<file path="config.mk">
export PLATFORM = sky130hd
export DESIGN_NAME = stable_priority_queue_core_flat
export DESIGN_NICKNAME = d
export VERILOG_FILES = /design/src/rtl/spq_pkg.sv /design/src/rtl/spq_in_if.sv /design/src/rtl/spq_out_if.sv /design/src/rtl/stable_priority_queue_core.sv /design/src/rtl/spq_cell.sv /design/src/flat_wrapper.sv
export SDC_FILE = /design/constraint.sdc
export NUM_CORES = 2
export LEC_CHECK = 0
export BUFFER_PORTS_ARGS = -buffer_cell sky130_fd_sc_hd__buf_2
export CORE_ASPECT_RATIO = 0.6
export CORE_MARGIN = 2
export CORE_UTILIZATION = 69
export DETAILED_ROUTE_END_ITERATION = 6
export GPL_TIMING_DRIVEN = 0
export PLACE_DENSITY = 0.95
export SYNTH_ARGS = -nofsm -noshare
export SYNTH_HDL_FRONTEND = slang
export SYNTH_SLANG_ARGS = --single-unit
</file>
<file path="constraint.sdc">
create_clock -name clk_i -period 22.9 [get_ports clk_i]
set_clock_uncertainty 0.1 [all_clocks]
set_input_delay 4.58 -clock clk_i [delete_from_list [all_inputs] [get_ports clk_i]]
set_output_delay 4.58 -clock clk_i [all_outputs]
set_load 0.01 [all_outputs]
</file>
<file path="src/rtl/spq_pkg.sv">
`default_nettype none

package spq_pkg;

  localparam int unsigned Capacity = 16;
  localparam int unsigned CountW   = $clog2(Capacity + 1);
  localparam int unsigned DataW    = 32;
  localparam int unsigned FillW    = 5;

  typedef enum logic [0:0] {
    OP_INSERT = 1'b0,
    OP_POP    = 1'b1
  } spq_op_e;

  typedef enum logic [1:0] {
    ST_INSERTED  = 2'd0,
    ST_POPPED    = 2'd1,
    ST_UNDERFLOW = 2'd2,
    ST_OVERFLOW  = 2'd3
  } spq_status_e;

  typedef struct packed {
    logic signed [DataW-1:0] value;
    logic signed [DataW-1:0] prio;
  } spq_entry_t;

  // command broadcast to every cell
  typedef struct packed {
    logic       insert;
    logic       pop;
    spq_entry_t entry;
  } spq_cmd_t;

endpackage

`default_nettype wire

</file>
<file path="src/rtl/spq_in_if.sv">
`default_nettype none

interface spq_in_if;
  import spq_pkg::*;

  logic                    valid;
  logic                    ready;
  spq_op_e                 op;
  logic signed [DataW-1:0] item_value;
  logic signed [DataW-1:0] item_prio;

  modport source (output valid, op, item_value, item_prio, input ready);
  modport sink   (input valid, op, item_value, item_prio, output ready);
endinterface

`default_nettype wire

</file>
<file path="src/rtl/spq_out_if.sv">
`default_nettype none

interface spq_out_if;
  import spq_pkg::*;

  logic                    valid;
  logic                    ready;
  spq_status_e             status;
  logic signed [DataW-1:0] out_value;
  logic signed [DataW-1:0] out_priority;
  logic [FillW-1:0]        fill_level;

  modport source (output valid, status, out_value, out_priority, fill_level, input ready);
  modport sink   (input valid, status, out_value, out_priority, fill_level, output ready);
endinterface

`default_nettype wire

</file>
<file path="src/rtl/stable_priority_queue_core.sv">
`default_nettype none

// Bounded priority queue of spq_pkg::Capacity entries, kept sorted in a row of
// cells with slot 0 at the front. An insert item lands behind every held entry
// whose signed priority is less than or equal to its own, so smaller numbers
// leave first and equal priorities leave in arrival order; a pop item removes
// the front entry. Every item gives exactly one result item: status, the popped
// value and priority (zero unless popped) and the fill level after the item.
// A pop on an empty queue reports underflow and an insert on a full queue
// reports overflow; neither changes the contents. All cells compare their
// priority with the new one in parallel and shift one place in the same edge,
// and the result sits in an output register in the cycle after acceptance. A
// new item is taken whenever that register is empty or is being drained, so
// one item per cycle is sustained. No clearing pass after reset: only the entry
// count and output valid are cleared; cells past the count are never read.
module stable_priority_queue_core (
  input  logic clk_i,
  input  logic rst_ni,
  spq_in_if.sink    in_i,
  spq_out_if.source out_o
);
  import spq_pkg::*;

  // entry count and derived flags
  logic [CountW-1:0] count_q, count_d;
  logic              full, empty;
  logic              accept;
  spq_cmd_t          cmd;

  // neighbor links of the cell row
  logic       keep  [Capacity];
  spq_entry_t entry [Capacity];

  // output register
  logic             out_valid_q;
  spq_status_e      status_q, status_d;
  spq_entry_t       res_q, res_d;
  logic [FillW-1:0] fill_q, fill_d;
  logic [CountW+FillW-1:0] count_ext;

  assign full   = (count_q == CountW'(Capacity));
  assign empty  = (count_q == '0);
  assign accept = in_i.valid && in_i.ready;

  // input side stalls only while an unread result blocks the register
  assign in_i.ready = !out_valid_q || out_o.ready;

  always_comb begin
    cmd.insert     = accept && (in_i.op == OP_INSERT) && !full;
    cmd.pop        = accept && (in_i.op == OP_POP) && !empty;
    cmd.entry.value = in_i.item_value;
    cmd.entry.prio  = in_i.item_prio;
  end

  // row of compare and shift cells
  for (genvar i = 0; i < Capacity; i++) begin : g_cell
    logic       occupied;
    logic       prev_keep;
    spq_entry_t prev_entry;
    spq_entry_t next_entry;

    assign occupied = (count_q > CountW'(i));

    if (i == 0) begin : g_head
      // the front slot takes the new entry unless it keeps its own
      assign prev_keep  = 1'b1;
      assign prev_entry = cmd.entry;
    end else begin : g_body
      assign prev_keep  = keep[i-1];
      assign prev_entry = entry[i-1];
    end

    if (i == Capacity - 1) begin : g_tail
      assign next_entry = '0;
    end else begin : g_inner
      assign next_entry = entry[i+1];
    end

    spq_cell u_cell (
      .clk_i        (clk_i),
      .cmd_i        (cmd),
      .occupied_i   (occupied),
      .prev_keep_i  (prev_keep),
      .prev_entry_i (prev_entry),
      .next_entry_i (next_entry),
      .keep_o       (keep[i]),
      .entry_o      (entry[i])
    );
  end

  // count update and result formation
  always_comb begin
    count_d  = count_q;
    status_d = ST_INSERTED;
    res_d    = '0;
    if (in_i.op == OP_INSERT) begin
      if (full) begin
        status_d = ST_OVERFLOW;
      end else begin
        count_d  = count_q + CountW'(1);
      end
    end else begin
      if (empty) begin
        status_d = ST_UNDERFLOW;
      end else begin
        status_d = ST_POPPED;
        res_d    = entry[0];
        count_d  = count_q - CountW'(1);
      end
    end
  end

  // fill level is the count reduced to the field width
  assign count_ext = {{FillW{1'b0}}, count_d};
  assign fill_d    = count_ext[FillW-1:0];

  always_ff @(posedge clk_i or negedge rst_ni) begin
    if (!rst_ni) begin
      count_q     <= '0;
      out_valid_q <= 1'b0;
    end else begin
      if (accept) begin
        count_q     <= count_d;
        out_valid_q <= 1'b1;
      end else if (out_o.ready) begin
        out_valid_q <= 1'b0;
      end
    end
  end

  always_ff @(posedge clk_i) begin
    if (accept) begin
      status_q <= status_d;
      res_q    <= res_d;
      fill_q   <= fill_d;
    end
  end

  assign out_o.valid        = out_valid_q;
  assign out_o.status       = status_q;
  assign out_o.out_value    = res_q.value;
  assign out_o.out_priority = res_q.prio;
  assign out_o.fill_level   = fill_q;

endmodule

`default_nettype wire

</file>
<file path="src/rtl/spq_cell.sv">
`default_nettype none

module spq_cell (
  input  logic               clk_i,
  input  spq_pkg::spq_cmd_t   cmd_i,
  input  logic               occupied_i,
  input  logic               prev_keep_i,
  input  spq_pkg::spq_entry_t prev_entry_i,
  input  spq_pkg::spq_entry_t next_entry_i,
  output logic               keep_o,
  output spq_pkg::spq_entry_t entry_o
);
  import spq_pkg::*;

  spq_entry_t entry_q, entry_d;

  // an occupied slot at or below the new priority stays put on insert
  assign keep_o  = occupied_i && (entry_q.prio <= cmd_i.entry.prio);
  assign entry_o = entry_q;

  always_comb begin
    entry_d = entry_q;
    if (cmd_i.insert && !keep_o) begin
      entry_d = prev_keep_i ? cmd_i.entry : prev_entry_i;
    end else if (cmd_i.pop) begin
      entry_d = next_entry_i;
    end
  end

  always_ff @(posedge clk_i) begin
    entry_q <= entry_d;
  end

endmodule

`default_nettype wire
</file>
<file path="src/flat_wrapper.sv">
// flat-port wrapper written by rule: the top's interface ports become plain ports
module stable_priority_queue_core_flat import spq_pkg::*;
  (clk_i, rst_ni, in_i_valid, in_i_op, in_i_item_value, in_i_item_prio, in_i_ready, out_o_valid, out_o_status, out_o_out_value, out_o_out_priority, out_o_fill_level, out_o_ready);
  spq_in_if in_i_i ();
  spq_out_if out_o_i ();
  input  logic clk_i;
  input  logic rst_ni;
  input wire logic [$bits(in_i_i.valid)-1:0] in_i_valid;
  input wire logic [$bits(in_i_i.op)-1:0] in_i_op;
  input wire logic [$bits(in_i_i.item_value)-1:0] in_i_item_value;
  input wire logic [$bits(in_i_i.item_prio)-1:0] in_i_item_prio;
  output wire logic [$bits(in_i_i.ready)-1:0] in_i_ready;
  output wire logic [$bits(out_o_i.valid)-1:0] out_o_valid;
  output wire logic [$bits(out_o_i.status)-1:0] out_o_status;
  output wire logic [$bits(out_o_i.out_value)-1:0] out_o_out_value;
  output wire logic [$bits(out_o_i.out_priority)-1:0] out_o_out_priority;
  output wire logic [$bits(out_o_i.fill_level)-1:0] out_o_fill_level;
  input wire logic [$bits(out_o_i.ready)-1:0] out_o_ready;
  assign in_i_i.valid = in_i_valid;
  assign in_i_i.op = in_i_op;
  assign in_i_i.item_value = in_i_item_value;
  assign in_i_i.item_prio = in_i_item_prio;
  assign in_i_ready = in_i_i.ready;
  assign out_o_valid = out_o_i.valid;
  assign out_o_status = out_o_i.status;
  assign out_o_out_value = out_o_i.out_value;
  assign out_o_out_priority = out_o_i.out_priority;
  assign out_o_fill_level = out_o_i.fill_level;
  assign out_o_i.ready = out_o_ready;
  stable_priority_queue_core u_core (.clk_i(clk_i), .rst_ni(rst_ni), .in_i(in_i_i), .out_o(out_o_i));
endmodule
</file>
Yosys cells after proc, flatten, opt, wreduce, memory -nomap -nowiden
Cells that the tools add are included.
{"block": "totals", "register_bits": 1101, "input_bits": 69}
{"block": "op_classes", "addsub": 2, "order_cmp": 32, "eq_ne": 1, "mux": 55, "n_bitwise": 1, "reduce_logical": 76}
{"op": "$mux 64", "count": 47}
{"op": "$le 32x32->1", "count": 16}
{"op": "$gt 5x4->1 const B", "count": 8}
{"op": "$logic_and 1x1->1", "count": 37}
{"op": "$reduce_bool 2->1", "count": 17}
{"op": "$gt 5x3->1 const B", "count": 4}
{"op": "$logic_not 1->1", "count": 19}
{"op": "$mux 5", "count": 3}
{"op": "$gt 5x1->1 const B", "count": 2}
{"op": "$gt 5x2->1 const B", "count": 2}
{"op": "$mux 2", "count": 3}
{"op": "$add 5x1->5 const B", "count": 1}
{"op": "$eq 5x5->1 const B", "count": 1}
{"op": "$logic_not 5->1", "count": 1}
{"op": "$sub 5x1->5 const B", "count": 1}
{"op": "$mux 1", "count": 2}
{"op": "$reduce_or 2->1", "count": 1}
{"op": "$logic_or 1x1->1", "count": 1}
{"op": "$not 1->1", "count": 1}

Longest topological paths before layout
{"block": "depth", "ltp_word": 7, "depth_mapped": 14, "ltp_nobuf": 11}

Hierarchy
From an unflattened synthesis, not the netlist that was laid out.
{"block": "hier_totals", "hier_cells": 5524, "area_unflattened_um2": 75539.9}
{"mod": "spq_cell (u_core.g_cell[0].u_cell ...)", "n_inst": 14, "cells_each": 330, "area_each_um2": 4513.1, "seq_area_each_um2": 1921.8}
{"mod": "spq_cell (u_core.g_cell[8].u_cell ...)", "n_inst": 2, "cells_each": 330, "area_each_um2": 4506.8, "seq_area_each_um2": 1921.8}
{"mod": "stable_priority_queue_core", "n_inst": 1, "cells_each": 244, "area_each_um2": 3343.2, "seq_area_each_um2": 2282.2}

Worst setup path after synthesis
Ideal clock, no wire load.
{"block": "synth_timing", "kind": "input to register", "start": "input port in_i_item_prio[29]", "end": "register u_core.g_cell[1].u_cell.entry_q, in the netlist u_core.g_cell[1].u_cell.entry_o[0], enable pin", "arrival_time_ns": 11.430, "required_ns": 22.226, "path_slack_ns": 10.795, "path_stages": 12, "path_buffers": 3, "cell_sequence": "inv_1 -> ha_1 -> a21o_1 -> a21o_1 -> a221oi_1 -> o21ai_0 -> or3_1 -> and3_1 -> clkbuf_1 -> buf_2 -> buf_2 -> o21ai_0"}
{"block": "synth_between", "elab_chain_len": 5}
{"element": "from (decl)", "line_no": "flat_wrapper.sv:11", "text": "input wire logic [$bits(in_i_i.item_prio)-1:0] in_i_item_prio;"}
{"element": "$le 32x32->1", "line_no": "spq_cell.sv:18", "text": "assign keep_o = occupied_i && (entry_q.prio <= cmd_i.entry.prio);"}
{"element": "$logic_and 1x1->1", "line_no": "spq_cell.sv:18"}
{"element": "$logic_not 1->1", "line_no": "spq_cell.sv:23", "text": "if (cmd_i.insert && !keep_o) begin"}
{"element": "$logic_and 1x1->1", "line_no": "spq_cell.sv:23"}
{"element": "$reduce_bool 2->1 (no line)"}
{"element": "to (signal assigned)", "line_no": "spq_cell.sv:31", "text": "entry_q <= entry_d;"}
{"element": "to (decl)", "line_no": "spq_cell.sv:15", "text": "spq_entry_t entry_q, entry_d;"}
No other way between the ends.
A chain may end at the register's enable or synchronous reset.

==> impl_results.md <==
- Status: complete, but fails checks
- Failing checks: design-rule violations, max-capacitance violations, max-slew violations
- Number of fill cells: 5622
- Area delta synth->final: 9.87%
- Synth cell count leaders: 1095 x edfxtp_1, 975 x a21oi_1, 831 x mux2i_1, 768 x nor2_1, 517 x ha_1
- Clock root cell: clkbuf_16
- Post-Syn Area per Cell: 11.0 um2
- Worst Setup Start Kind: primary input
- Crit Path Class: in -> reg
- Global placement routability congestion: 1.09
- P_int: 4.96 mW
- Yosys cell types: 63
- Final period util: 47.4%
- Hold Path Class: reg -> reg
- CTS Buf Count: 101
- Async S/R FF share, synth: 0.545%
- Post-Route Setup TNS: 0 ns
- GRT Util Overall: 53.4%
- Die ar.: 97900 um2
- CTS tree: built
- WL final: 268000 um
- EDFF count, synth: 1095
- Largest cells by area after synthesis: edfxtp_1 50%, mux2i_1 13%, ha_1 9.8%
- Max Buffers Root-to-Sink: 3
- Leakage power: 28.7 nW
- PwrDens: 115 nW/um2
- First-pass DRT Iterations: 7
- Nature of the critical path endpoint: flip-flop
- # resized after CTS: 0
- Final routed DRC violation total: 132
- Predominant post-synthesis flop cell: edfxtp_1
- Port Buffers: 141
- Htree depth: 3
- Crit Path Max Fanout: 18
- Share of cells above drive strength 1: 10.8%
- Most frequent cell after synthesis: edfxtp_1
- Clock share of power: 21.7%
- CP peak stage delay: 1.23 ns
- CTS sink cnt: 1101
- Post-route ant nets: 0
- Worst-path cell chain: buf_2, inv_1, ha_1, nand4_1, nor4_2, clkbuf_4, o21ai_0, o211ai_1, or4b_1, and3_1, clkbuf_1, and2_1, clkbuf_1, buf_2, a21oi_1
- Nets: 6817
- Synthesis-stage register bit count: 1101
- Mapped Cells: 5957
- Critical Path AT: 11.21 ns
- Max-slew headroom: -10.4%
- Tmin final: 10.85 ns
- Hold Vio Cnt, Final: 0
- Via-to-Cell Ratio: 7.64
- Mapped Area: 65800 um2
- Peak supply drop: 0.0000828 V
- DR vias: 57900
- Die Width: 403 um
- Number of DRC markers in iteration 0: 12600
- Post-detail-place hpwl: 192000 um
- Net Count, Synth: 6543
- Switching Share: 40.6%
- Worst skew pair latency: 0.77 ns
- Area leader, netlist: edfxtp_1
- Seq/Total Area, Yosys: 50.2%
- RSZ-0062 raised after global routing: false
- Die height: 243 um
- Worst-margin pin slew: 1.66 ns
- GR Overflow Total: 0
- Max-capacitance violation count: 5
- Post-synth top area share: 50.0%
- Synthesis warning total: 0
- FP Rows: 87
- Clock-pin slew on the worst setup and hold paths: 0.07 ns
- First-pass GRT wire length: 377000 um
- Fmax: 0.0921 GHz
- Pin count of the biggest net entering global routing: 81
- # hold bufs at CTS: 0
- Layout Cells excl Fill: 7582
- Req. time, crit path: 23.26 ns
- Antenna violations before repair: 27
- Combinational share of power: 40.0%
- Routed len/inst: 35.3 um
- I/O pin total: 142
- Slowest cell on the critical path: clkbuf_1
- Max-slew violations: 35
- Sequential Power Share: 38.3%
- Switching power total: 3.39 mW
- Placed Instances: 7372
- Starting Density: 69.8%
- Setup repair bufs after CTS: 0
- Core area: 94300 um2
- Setup Viol. Count Final: 0
- Vias in the first global route: 54900
[cell families after synthesis]
family,synth area share [%]
AO/OA/AOI/OAI,11.7
AND/OR/NAND/NOR,9.27
flip-flops,50.2
multiplexers,15.9
adder cells (fa/ha/maj),9.83
buffers and inverters,3.03
XOR/XNOR,0.0532
[metrics by stage]
stage	setup slack (ns)	power [mW]	hold WS, ns	cell area [um2]	utilization (%)
4_1_cts	11.55	8.05	0.459	72200	76.6
5_1_grt	12.40	8.47	0.484	72300	76.7
3_3_place_gp	4.53	6.10	0.403	68100	72.2
6_report	12.05	8.35	0.463	72300	76.7
3_5_place_dp	10.84	6.24	0.442	68900	73.1
2_1_floorplan	10.80	5.09	0.421	65800	-
[layer usage]
layer,part of all wire [%],vias to the layer above,global-route usage [%]
li1,-,22900,-
met1,35,27000,71.3
met2,39,6668,71.1
met3,20,1356,27.8
met4,6.0,18,25.4
met5,0.12,-,1.46
[final timing paths]
check,from,to,slack (ns),cells after the start
worst max-delay path,in_i_item_prio[31],u_core.g_cell[10].u_cell.entry_o[16],12.05,15
worst min-delay path,u_core.g_cell[14].u_cell.entry_o[61],u_core.g_cell[13].u_cell.entry_o[61],0.46,2
worst max register to register,u_core.g_cell[10].u_cell.entry_o[31],u_core.g_cell[10].u_cell.entry_o[16],16.32,13
worst min register to register,u_core.g_cell[14].u_cell.entry_o[61],u_core.g_cell[13].u_cell.entry_o[61],0.46,2
max in group asynchronous,rst_ni,u_core.count_q[0],18.92,1
min in group asynchronous,rst_ni,u_core.out_o.valid,3.57,1
[layout by cell type (no fill, tap or decap), drive strengths merged, types with 30 or more instances in the layout]
cell type / n
edfxtp: 1095
a21oi: 975
mux2i: 831
nor2: 768
ha: 517
clkbuf: 388
buf: 322
nand2: 306
o21ai: 275
mux2: 190
nand4: 97
and3: 75
inv: 64
nand3: 52
a21o: 47
clkinv: 41
a211oi: 30
[worst max-delay path: cells and delay by family]
| family | cells | cell delay, ns |
|---|---|---|
| and+or+nand+nor | 5 | 1.34 |
| AOI/OAI and AO/OA | 3 | 1.08 |
| buffers and inverters | 6 | 3.51 |
| adders and majority gates | 1 | 0.64 |
[final cells by class]
class                      count  area, um2  area share, %
buffer                       408       1770           2.45
clock inverter                56        623          0.862
timing repair buffer         171       1340           1.85
inverter                      63        241          0.334
antenna                       21       52.6         0.0727
multi-input combinational   4385      31000           42.8
clock buffer                 131       2710           3.75
tap                         1246       1560           2.16
sequential                  1101      33000           45.7
[power by group through the flow]
stage               logic (mW)  registers (mW)  clock network, mW
global placement          2.87            3.23                  0
detailed placement        3.06            3.18                  0
floorplan                 2.02            3.08                  0
CTS                       3.13            3.15               1.77
global route              3.42            3.20               1.85
finish                    3.34            3.19               1.81
[registers in the layout (all words and copies together), names as in the netlist]
name and flops:
u_core.count_q 5, u_core.g_cell.u_cell.entry_o 1024, u_core.out_o.fill_level 5, u_core.out_o.out_priority 32, u_core.out_o.out_value 32, u_core.out_o.status 2
u_core.out_o.valid 1
No activity file was read; power rests on OpenSTA's default activity.
